File: config.mk
export PLATFORM = sky130hd
export DESIGN_NAME = soft_travel_limit_table
export DESIGN_NICKNAME = d
export VERILOG_FILES = /design/src/hw/rtl/stlt_pkg.sv /design/src/hw/rtl/soft_travel_limit_table.sv
export VERILOG_INCLUDE_DIRS = /design/src /design/src/hw/rtl
export SDC_FILE = /design/constraint.sdc
export NUM_CORES = 2
export LEC_CHECK = 0
export ABC_AREA = 1
export BUFFER_PORTS_ARGS = -buffer_cell sky130_fd_sc_hd__buf_2
export CORE_ASPECT_RATIO = 1.4
export CORE_MARGIN = 3
export CORE_UTILIZATION = 55
export DETAILED_ROUTE_END_ITERATION = 10
export GPL_TIMING_DRIVEN = 0
export PLACE_DENSITY = 0.73
export SETUP_SLACK_MARGIN = 0.2
export SKIP_CTS_REPAIR_TIMING = 1
export SLEW_MARGIN = 20
export SYNTH_ARGS = -nofsm -noshare
export SYNTH_HDL_FRONTEND = slang
export SYNTH_SLANG_ARGS = --single-unit
export TNS_END_PERCENT = 20
File: constraint.sdc
create_clock -name clk -period 6.39 [get_ports clk]
set_input_delay 0.639 -clock clk [delete_from_list [all_inputs] [get_ports clk]]
set_output_delay 0.639 -clock clk [all_outputs]
set_load 0.01 [all_outputs]
File: src/hw/rtl/soft_travel_limit_table_assert.svh
// Assertion macros for the soft travel limit table.
// Included by the modules that check their own logic; needs nothing else.
`ifndef SOFT_TRAVEL_LIMIT_TABLE_ASSERT_SVH
`define SOFT_TRAVEL_LIMIT_TABLE_ASSERT_SVH

// Same-cycle implication, disabled while in reset.
`define STLT_ASSERT_IMP(lbl, clk, rstn, ante, cons, msg) \
    lbl: assert property (@(posedge clk) disable iff (!rstn) (ante) |-> (cons)) \
        else $error(msg);

// Next-cycle implication, disabled while in reset.
`define STLT_ASSERT_NXT(lbl, clk, rstn, ante, cons, msg) \
    lbl: assert property (@(posedge clk) disable iff (!rstn) (ante) |=> (cons)) \
        else $error(msg);

`endif

File: src/hw/rtl/stlt_pkg.sv
// Types and constants for the soft travel limit table.
// No dependencies.
package stlt_pkg;

    typedef enum logic [1:0] {
        KIND_TOGGLE = 2'd0,
        KIND_SET    = 2'd1,
        KIND_REBASE = 2'd2,
        KIND_QUERY  = 2'd3
    } kind_t;

    // Limit slots
    localparam logic [1:0] LIM_Z_MIN = 2'd0;
    localparam logic [1:0] LIM_X_MAX = 2'd1;
    localparam logic [1:0] LIM_Z_MAX = 2'd2;
    localparam logic [1:0] LIM_X_MIN = 2'd3;

    // Position marker codes
    localparam logic [2:0] MARK_NONE    = 3'd0;
    localparam logic [2:0] MARK_X_REAR  = 3'd1;
    localparam logic [2:0] MARK_X_FRONT = 3'd2;
    localparam logic [2:0] MARK_Z_LEFT  = 3'd3;
    localparam logic [2:0] MARK_Z_RIGHT = 3'd4;

    // Bounds reported for a limit that is off
    localparam logic signed [31:0] OFF_MIN = -32'sd2000000;
    localparam logic signed [31:0] OFF_MAX = 32'sd2000000;

endpackage

File: src/hw/rtl/soft_travel_limit_table.sv
// Soft travel limit table, top level.
// Depends on stlt_pkg and soft_travel_limit_table_assert.svh.
//
// Usage:
//   Command channel: drive the item fields and pulse start; the item is taken
//   at any rising edge with start high and busy low. busy is always low, so
//   an item may be given in every cycle.
//   Result channel: done is high for exactly one cycle with all result
//   fields valid; the receiver must take it then, it cannot stall the block.
//   An item taken at a rising edge is registered in the input register;
//   its update and reports are computed from it and registered in the
//   result register together with done. Throughput is one item per cycle;
//   the limit registers are updated in the same pass that produces the
//   result, so back-to-back items see each other's updates in order.
//   Reset: all four limits are off and hold zero; no result is pending.
//   Positions are kept at POSITION_BITS bits signed; results report the
//   low 32 bits.
`include "soft_travel_limit_table_assert.svh"

module soft_travel_limit_table #(
    parameter int POSITION_BITS = 32
) (
    input  logic               clk,
    input  logic               rst_n,
    input  logic               start,
    output logic               busy,
    input  logic [1:0]         kind,
    input  logic [1:0]         limit_index,
    input  logic               axis_select,
    input  logic               is_max,
    input  logic signed [31:0] position_value,
    input  logic signed [31:0] x_position,
    input  logic signed [31:0] z_position,
    input  logic signed [1:0]  direction,
    output logic               done,
    output logic               accepted,
    output logic [3:0]         led_mask,
    output logic               in_range,
    output logic signed [31:0] clamped_target,
    output logic signed [31:0] axis_min,
    output logic signed [31:0] axis_max,
    output logic               axis_any_active,
    output logic [2:0]         marker,
    output logic signed [31:0] index_target,
    output logic               dir_ok,
    output logic [1:0]         dir_index,
    output logic signed [31:0] dir_target
);

    localparam int P  = POSITION_BITS;
    localparam int CW = (POSITION_BITS > 32) ? POSITION_BITS : 32;

    localparam logic signed [CW-1:0] OFF_MIN_W = CW'(stlt_pkg::OFF_MIN);
    localparam logic signed [CW-1:0] OFF_MAX_W = CW'(stlt_pkg::OFF_MAX);

    function automatic logic signed [CW-1:0] to_cw(input logic signed [P-1:0] v);
        to_cw = CW'(v);
    endfunction

    // Input register
    logic                   valid_reg;
    stlt_pkg::kind_t        kind_reg;
    logic [1:0]             idx_reg;
    logic                   z_reg;
    logic                   is_max_reg;
    logic signed [31:0]     val_in_reg;
    logic signed [31:0]     xp_in_reg;
    logic signed [31:0]     zp_in_reg;
    logic signed [1:0]      dir_reg;

    // Limit state
    logic [3:0]             limit_on_reg;
    logic signed [P-1:0]    limit_value_reg [4];
    logic [3:0]             limit_on_next;
    logic signed [P-1:0]    limit_value_next [4];

    // Result register
    logic                   done_reg;
    logic                   accepted_reg;
    logic [3:0]             led_mask_reg;
    logic                   in_range_reg;
    logic signed [31:0]     clamped_reg;
    logic signed [31:0]     axis_min_reg;
    logic signed [31:0]     axis_max_reg;
    logic                   any_active_reg;
    logic [2:0]             marker_reg;
    logic signed [31:0]     index_target_reg;
    logic                   dir_ok_reg;
    logic [1:0]             dir_index_reg;
    logic signed [31:0]     dir_target_reg;

    // Working signals
    logic signed [63:0]     val_ext;
    logic signed [63:0]     xp_ext;
    logic signed [63:0]     zp_ext;
    logic signed [P-1:0]    val_p;
    logic signed [P-1:0]    xp_p;
    logic signed [P-1:0]    zp_p;
    logic signed [P-1:0]    cap_pos;
    logic signed [P-1:0]    apos;
    logic                   cap_ok;
    logic                   accepted_next;
    logic [1:0]             set_idx;
    logic [1:0]             min_idx;
    logic [1:0]             max_idx;
    logic signed [CW-1:0]   val_cw;
    logic signed [CW-1:0]   xp_cw;
    logic signed [CW-1:0]   zp_cw;
    logic signed [CW-1:0]   x_min_cw;
    logic signed [CW-1:0]   x_max_cw;
    logic signed [CW-1:0]   z_min_cw;
    logic signed [CW-1:0]   z_max_cw;
    logic signed [CW-1:0]   mn_cw;
    logic signed [CW-1:0]   mx_cw;
    logic signed [CW-1:0]   clamped_cw;
    logic signed [CW-1:0]   index_cw;
    logic signed [CW-1:0]   dtgt_cw;
    logic                   in_range_next;
    logic [2:0]             marker_next;
    logic                   dir_up;
    logic                   dir_ok_next;
    logic [1:0]             dir_index_next;
    logic signed [P-1:0]    dtgt_p;

    assign busy = 1'b0;

    // Bring the 32-bit inputs to position width
    assign val_ext = 64'(val_in_reg);
    assign xp_ext  = 64'(xp_in_reg);
    assign zp_ext  = 64'(zp_in_reg);
    assign val_p   = val_ext[P-1:0];
    assign xp_p    = xp_ext[P-1:0];
    assign zp_p    = zp_ext[P-1:0];

    // Toggle captures the position of the limit's own axis
    assign cap_pos = idx_reg[0] ? xp_p : zp_p;

    always_comb
    begin
        unique case (idx_reg)
            stlt_pkg::LIM_Z_MIN:
                cap_ok = !(limit_on_reg[stlt_pkg::LIM_Z_MAX] &&
                           cap_pos >= limit_value_reg[stlt_pkg::LIM_Z_MAX]);
            stlt_pkg::LIM_Z_MAX:
                cap_ok = !(limit_on_reg[stlt_pkg::LIM_Z_MIN] &&
                           cap_pos <= limit_value_reg[stlt_pkg::LIM_Z_MIN]);
            stlt_pkg::LIM_X_MAX:
                cap_ok = !(limit_on_reg[stlt_pkg::LIM_X_MIN] &&
                           cap_pos <= limit_value_reg[stlt_pkg::LIM_X_MIN]);
            default:
                cap_ok = !(limit_on_reg[stlt_pkg::LIM_X_MAX] &&
                           cap_pos >= limit_value_reg[stlt_pkg::LIM_X_MAX]);
        endcase
    end

    assign min_idx = z_reg ? stlt_pkg::LIM_Z_MIN : stlt_pkg::LIM_X_MIN;
    assign max_idx = z_reg ? stlt_pkg::LIM_Z_MAX : stlt_pkg::LIM_X_MAX;
    assign set_idx = is_max_reg ? max_idx : min_idx;

    // Command update
    always_comb
    begin
        limit_on_next = limit_on_reg;
        for (int i = 0; i < 4; i++)
        begin
            limit_value_next[i] = limit_value_reg[i];
        end
        accepted_next = 1'b1;
        unique case (kind_reg)
            stlt_pkg::KIND_TOGGLE:
            begin
                if (limit_on_reg[idx_reg])
                begin
                    limit_on_next[idx_reg] = 1'b0;
                end
                else if (cap_ok)
                begin
                    limit_on_next[idx_reg]    = 1'b1;
                    limit_value_next[idx_reg] = cap_pos;
                end
                else
                begin
                    accepted_next = 1'b0;
                end
            end
            stlt_pkg::KIND_SET:
            begin
                limit_on_next[set_idx]    = 1'b1;
                limit_value_next[set_idx] = val_p;
            end
            stlt_pkg::KIND_REBASE:
            begin
                // Z limits sit at even slots, X limits at odd ones
                for (int i = 0; i < 4; i++)
                begin
                    if (limit_on_reg[i] && ((i % 2 == 0) == z_reg))
                    begin
                        limit_value_next[i] = limit_value_reg[i] - val_p;
                    end
                end
            end
            default:
            begin
            end
        endcase
    end

    // Reports from the updated state
    assign val_cw = to_cw(val_p);
    assign xp_cw  = to_cw(xp_p);
    assign zp_cw  = to_cw(zp_p);

    assign x_min_cw = limit_on_next[stlt_pkg::LIM_X_MIN]
                      ? to_cw(limit_value_next[stlt_pkg::LIM_X_MIN]) : OFF_MIN_W;
    assign x_max_cw = limit_on_next[stlt_pkg::LIM_X_MAX]
                      ? to_cw(limit_value_next[stlt_pkg::LIM_X_MAX]) : OFF_MAX_W;
    assign z_min_cw = limit_on_next[stlt_pkg::LIM_Z_MIN]
                      ? to_cw(limit_value_next[stlt_pkg::LIM_Z_MIN]) : OFF_MIN_W;
    assign z_max_cw = limit_on_next[stlt_pkg::LIM_Z_MAX]
                      ? to_cw(limit_value_next[stlt_pkg::LIM_Z_MAX]) : OFF_MAX_W;

    assign in_range_next = (xp_cw >= x_min_cw) && (xp_cw <= x_max_cw) &&
                           (zp_cw >= z_min_cw) && (zp_cw <= z_max_cw);

    assign mn_cw = z_reg ? z_min_cw : x_min_cw;
    assign mx_cw = z_reg ? z_max_cw : x_max_cw;
    // Minimum is tested first: on crossed bounds a value below it gets the minimum, any other the maximum
    assign clamped_cw = (val_cw < mn_cw) ? mn_cw : ((val_cw > mx_cw) ? mx_cw : val_cw);

    assign apos = z_reg ? zp_p : xp_p;

    always_comb
    begin
        marker_next = stlt_pkg::MARK_NONE;
        if (!z_reg)
        begin
            if (limit_on_next[stlt_pkg::LIM_X_MIN] &&
                apos == limit_value_next[stlt_pkg::LIM_X_MIN])
            begin
                marker_next = stlt_pkg::MARK_X_REAR;
            end
            else if (limit_on_next[stlt_pkg::LIM_X_MAX] &&
                     apos == limit_value_next[stlt_pkg::LIM_X_MAX])
            begin
                marker_next = stlt_pkg::MARK_X_FRONT;
            end
        end
        else
        begin
            if (limit_on_next[stlt_pkg::LIM_Z_MIN] &&
                apos == limit_value_next[stlt_pkg::LIM_Z_MIN])
            begin
                marker_next = stlt_pkg::MARK_Z_LEFT;
            end
            else if (limit_on_next[stlt_pkg::LIM_Z_MAX] &&
                     apos == limit_value_next[stlt_pkg::LIM_Z_MAX])
            begin
                marker_next = stlt_pkg::MARK_Z_RIGHT;
            end
        end
    end

    assign index_cw = to_cw(limit_value_next[idx_reg]);

    // Go-to-limit: +1 heads for the maximum, any negative code for the minimum
    assign dir_up = (dir_reg == 2'sb01);

    always_comb
    begin
        dir_index_next = 2'd0;
        dtgt_p         = '0;
        dir_ok_next    = 1'b0;
        if (dir_reg != 2'sb00)
        begin
            dir_index_next = dir_up ? max_idx : min_idx;
            dtgt_p         = limit_value_next[dir_index_next];
            if (limit_on_next[dir_index_next])
            begin
                dir_ok_next = dir_up ? (apos < dtgt_p) : (apos > dtgt_p);
            end
        end
    end

    assign dtgt_cw = to_cw(dtgt_p);

    always_ff @(posedge clk or negedge rst_n)
    begin
        if (!rst_n)
        begin
            valid_reg    <= 1'b0;
            done_reg     <= 1'b0;
            limit_on_reg <= '0;
            for (int i = 0; i < 4; i++)
            begin
                limit_value_reg[i] <= '0;
            end
        end
        else
        begin
            valid_reg <= start && !busy;
            done_reg  <= valid_reg;
            if (valid_reg)
            begin
                limit_on_reg <= limit_on_next;
                for (int i = 0; i < 4; i++)
                begin
                    limit_value_reg[i] <= limit_value_next[i];
                end
            end
        end
    end

    // Payload registers
    always_ff @(posedge clk)
    begin
        if (start && !busy)
        begin
            kind_reg    <= stlt_pkg::kind_t'(kind);
            idx_reg     <= limit_index;
            z_reg       <= axis_select;
            is_max_reg  <= is_max;
            val_in_reg  <= position_value;
            xp_in_reg   <= x_position;
            zp_in_reg   <= z_position;
            dir_reg     <= direction;
        end
        if (valid_reg)
        begin
            accepted_reg     <= accepted_next;
            led_mask_reg     <= limit_on_next;
            in_range_reg     <= in_range_next;
            clamped_reg      <= clamped_cw[31:0];
            axis_min_reg     <= mn_cw[31:0];
            axis_max_reg     <= mx_cw[31:0];
            any_active_reg   <= limit_on_next[min_idx] || limit_on_next[max_idx];
            marker_reg       <= marker_next;
            index_target_reg <= index_cw[31:0];
            dir_ok_reg       <= dir_ok_next;
            dir_index_reg    <= dir_index_next;
            dir_target_reg   <= dtgt_cw[31:0];
        end
    end

    assign done            = done_reg;
    assign accepted        = accepted_reg;
    assign led_mask        = led_mask_reg;
    assign in_range        = in_range_reg;
    assign clamped_target  = clamped_reg;
    assign axis_min        = axis_min_reg;
    assign axis_max        = axis_max_reg;
    assign axis_any_active = any_active_reg;
    assign marker          = marker_reg;
    assign index_target    = index_target_reg;
    assign dir_ok          = dir_ok_reg;
    assign dir_index       = dir_index_reg;
    assign dir_target      = dir_target_reg;

    `STLT_ASSERT_NXT(a_taken_goes_through, clk, rst_n, start && !busy, ##1 done,
        "accepted item did not produce a result two cycles later")
    `STLT_ASSERT_NXT(a_no_stray_result, clk, rst_n, !valid_reg, !done,
        "result strobe without an item in the input register")
    `STLT_ASSERT_IMP(a_leds_track_state, clk, rst_n, done, led_mask == limit_on_reg,
        "LED mask differs from the stored on flags")
    `STLT_ASSERT_NXT(a_refused_toggle_holds, clk, rst_n,
        valid_reg && kind_reg == stlt_pkg::KIND_TOGGLE && !accepted_next,
        $stable(limit_on_reg),
        "refused toggle changed the on flags")
    `STLT_ASSERT_IMP(a_dir_ok_needs_on, clk, rst_n, done && dir_ok,
        limit_on_reg[dir_index],
        "go-to-limit reported for a limit that is off")

endmodule
==> impl_results.md, run 1 <==
* Status: did not finish
* Die width at 237 um
* Count leader, synth: nand2_1
* Top cell type's share of synthesized area at 0.203
* Largest net degree at the start of global routing at 67
* Top_reg_cell synth: edfxtp_1
* Initial Util at 0.560
* Buffer depth of the longest clock path at 3
* Gr usage total at 0.701
* Count of cell types in the netlist at 61
* Row count at approximately 120
* Number of top-level pins at between 200 and 300
* Die Ht at roughly 330 um
* Biggest area consumer among synthesized cells: edfxtp_1
* Synthesized Nets at 6,370
* Synth top area cells: edfxtp_1, ha_1, nand2_1, a21oi_1, o21ai_0
* Tool error: [ERROR GRT-0232] Routing congestion too high. Check the congestion heatmap in the GUI.
* Yosys warnings at 0
* Total global routing overflow at 7
* Asr flop ratio synth at 0.326
* HPWL Detailed at 196,000 um
* Synthesized area at between 0.04 and 0.05 mm2
* CTS Sinks at between 400 and 500
* Seq/Total Area, Yosys at 0.285
* CTS buffer count at 44
* H-tree levels at 2
* I/O Buffers at 280
* Gate Count Post-Synth at 5,782
* Placed Cells incl. Taps at around 7,000
* Clk root buf: clkbuf_16
* Failing step: global routing (5_1_grt)
* Number of synthesized register bits at 411
* Commonest cells in the netlist: nand2_1, a21oi_1, o21ai_0
* GP Congestion at approximately 1.3
* Average cell area after synthesis at 7.08 um2
* Number of flops mapped to enable cells by yosys at roughly 280
layer usage:
layer  GRT overflow  track usage
met1              0        0.737
met2              1        0.859
met4              6        0.676
met3              0        0.515
met5              0        0.212
through the flow:
| stage | hold WS, ns | utilization | setup TNS, ns | cell area (um2) | setup slack [ns] |
|---|---|---|---|---|---|
| CTS | -0.189 | 0.619 | -248.64 | 45300 | -4.67 |
| floorplan | 0.343 | - | 0 | 41000 | 0.447 |
| global placement | 0.515 | 0.595 | -436.54 | 43500 | -4.70 |
| detailed placement | 0.481 | 0.600 | -237.31 | 43900 | -4.56 |
cells by family after synthesis:
kind of cell    count (synthesis)  share of synthesized area
xor+xnor                      128                     0.0274
flops                         411                      0.285
buf+inv                       858                     0.0813
compound gates               1802                      0.242
fa+ha+maj                     481                      0.148
simple gates                 2101                      0.217
other cells                     1                  0.0000916
==> inputs of run 2 (changes only) <==
- CORE_ASPECT_RATIO: 1.4 -> unset
- CORE_UTILIZATION: 55 -> 40
- PLACE_DENSITY: 0.73 -> unset
- PLACE_DENSITY_LB_ADDON: unset -> 0.15
- SETUP_SLACK_MARGIN: 0.2 -> unset
- clock period: 6.39 -> 8.31 ns (I/O delays scaled with it)
==> run 2 against run 1 <==
Effect of this change: the flow now finishes, with violations (setup timing); synthesized cell count stayed put; area after synthesis is the same.
==> impl_results.md, run 2 <==
* Status: complete, but fails checks
* Failing checks: setup timing
* Seq/Total Area, Yosys at 0.285 (unchanged)
* Asr flop ratio synth at 0.326 (unchanged)
* Slowest-stage cell, CP: a31oi_1
* Slew headroom at 0.0316
* Count of cell types in the netlist at 61 (unchanged)
* Setup crit end: dir_ok$_SDFFCE_PN0P_
* H-tree levels at 2 (unchanged)
* Initial Util at 0.406 (-0.154)
* Critical Path Most Common Cell: nand2_1
* GP Congestion at 1.13 (-15%)
* Fin. max-slew vios at 0
* Power density over the cells at around 290 mW/mm2
* HPWL Detailed at 214,000 um (+8.8%)
* Top cell type's share of synthesized area at 0.203 (unchanged)
* Area Growth Syn to Fin at 14.2%
* Routed Wire Length at roughly 260,000 um
* Final setup viols at 6
* WL/cell at around 35 um
* R2R Setup Slk at -0.06 ns
* I/O Buffers at 280 (unchanged)
* Top_reg_cell synth: edfxtp_1
* Die width at 326 um (+38%)
* Clk slew on worst S/H paths at ~0.07 ns
* Post-route antenna net violation count at 0
* First-pass GRT wire length at about 350,000 um
* Average cell area after synthesis at 7.08 um2 (unchanged)
* Placed Cells incl. Taps at 7,433 (+5.7%)
* Max FFs per register at approximately 130
* Buffer depth of the longest clock path at 3 (unchanged)
* Synth top area cells: edfxtp_1, ha_1, nand2_1, a21oi_1, o21ai_0
* Tot Pwr at between 10 and 15 mW
* CP startpoint: idx_reg[0]$_DFFE_PP_
* Multi-input logic area at 0.0265 mm2
* DRT Pass-1 Iters at 7
* Peak supply drop at roughly 0.21 mV
* Number of synthesized register bits at 411 (unchanged)
* 1st-iter DRT viols at around 8,500
* Biggest area consumer among synthesized cells: edfxtp_1
* Worst r2r path cells at 35
* Total global routing overflow at 0
* Synthesized Nets at 6,370 (unchanged)
* Fill cells at ~11,000
* RR Endpoint: dir_ok$_SDFFCE_PN0P_
* Final min period at around 8.4 ns
* Initial antenna violation count at 14
* Crit path depth at 35
* Tcrit/Tclk final at 1.01
* Clk_lat worst skew at 0.67 ns
* Req. time, crit path at 8.79 ns
* Worst setup path class: reg -> reg
* Via count at roughly 50,000
* Startpoint types: register
* Reg-to-Reg Start: idx_reg[0]$_DFFE_PP_
* Die Area at between 0.1 and 0.15 mm2
* Row count at 116 (-0.85%)
* Nets@finish at slightly below 7,000
* Worst path max stage delay at ~0.65 ns
* Yosys warnings at 0 (unchanged)
* Commonest non-fill, non-tap cell in the layout: nand2_1
* Die Ht at 326 um (-0.88%)
* Finished Layout Cells at around 7,600
* Largest net degree at the start of global routing at between 70 and 80
* Static Leakage at about 21 nW
* Gate Count Post-Synth at 5,782 (unchanged)
* Number of top-level pins at 282 (unchanged)
* Synthesized area at 0.0410 mm2 (unchanged)
* Total core area at about 0.1 mm2
* CTS Sinks at 411 (unchanged)
* Worst Skew at 0.0659 ns
* WP buf/inv at 4
* CTS tree: done
* Post-route setup slack at -0.0575 ns
* Count leader, synth: nand2_1
* CP endpoint kind: register
* Critical Path AT at 8.85 ns
* Max Freq at 0.120 GHz
* Gr usage total at 0.470
* Commonest cells in the netlist: nand2_1, a21oi_1, o21ai_0
* Hold Crit Class: in -> async
* Max-cap violations at 0
* CP delay by family, top: simple AND/OR/NAND/NOR gates
* Area of all sequential standard cells at roughly 0.012 mm2
* Vias per cell at between 6 and 7
* CTS buffer count at 48 (+9.1%)
* Residual DRC at 0
* Most frequent cells in the layout: nand2_1, a21oi_1, o21ai_0, inv_1, ha_1
* Clk root buf: clkbuf_16
* Vias in the first global route at ~43,000
* Number of flops mapped to enable cells by yosys at 277 (unchanged)
* Crit path max fanout at 10
* Fraction of final layout cells with drive strength greater than 1 at 0.103
* Slew at the pin closest to its max-slew limit at 1.45 ns
* Endpoints failing hold at 0
-- run 2: cell counts after synthesis --
Identical to the previous run, type by type.
-- run 2: stage by stage --
stage,instance area [um2],hold slack (ns),TNS [ns],worst slack (ns),utilization
floorplan,41000,0.453,0,2.37,-
global placement,44100,0.475,-132.73,-2.79,0.437
detailed placement,44400,0.478,-74.74,-2.47,0.440
CTS,45900,0.00634,-76.76,-2.51,0.455
global route,46700,0.0272,-0.414,-0.0671,0.463
finish,46800,0.0131,-0.114,-0.0575,0.464
-- run 2: kinds of logic (layout without fill, tap and decap cells) --
kind of cell    after synthesis  after routing  share of synthesized area
compound gates             1802           1802                      0.242
flops                       411            411                      0.285
xor+xnor                    128            128                     0.0274
fa+ha+maj                   481            481                      0.148
buf+inv                     858           1264                     0.0813
other cells                   1             12                  0.0000916
simple gates               2101           2101                      0.217
-- run 2: worst min path at each step --
stage / endpoint / cells past startpoint / startpoint
2_1_floorplan: limit_value_reg[63]$_DFFE_PN0P_ / 2 / limit_value_reg[63]$_DFFE_PN0P_
3_3_place_gp: limit_value_reg[63]$_DFFE_PN0P_ / 2 / limit_value_reg[63]$_DFFE_PN0P_
3_5_place_dp: limit_value_reg[63]$_DFFE_PN0P_ / 2 / limit_value_reg[63]$_DFFE_PN0P_
4_1_cts: limit_value_reg[25]$_DFFE_PN0P_ / 1 / rst_n
5_1_grt: limit_value_reg[25]$_DFFE_PN0P_ / 1 / rst_n
6_report: limit_value_reg[25]$_DFFE_PN0P_ / 1 / rst_n
-- run 2: area by class of cell --
class / instances / share of cell area
inverter: 606 / 0.0492
clock inverter: 28 / 0.00637
buffer: 252 / 0.0251
sequential: 411 / 0.250
timing repair buffer: 319 / 0.0395
multi-input combinational: 4513 / 0.566
tap: 1357 / 0.0363
clock buffer: 59 / 0.0272
antenna: 11 / 0.000589
-- run 2: routing by layer --
| layer | routed length, um | vias up | part of all wire | track usage |
|---|---|---|---|---|
| met5 | 43 | - | 0.00016 | 0 |
| met4 | 22800 | 6 | 0.087 | 0.319 |
| met3 | 36200 | 975 | 0.14 | 0.147 |
| met2 | 102000 | 3988 | 0.39 | 0.655 |
| met1 | 101000 | 23171 | 0.38 | 0.619 |
| li1 | - | 20958 | - | - |
-- run 2: power by group --
group          internal (mW)  total [mW]  switching, mW  leakage (nW)
logic                   2.25        7.91           5.65          15.7
clock network           1.25        2.24          0.991         0.766
registers               2.69        3.20          0.515          4.46
total                   6.19        13.3           7.16          21.0
Power figures use the tool's default switching activity.
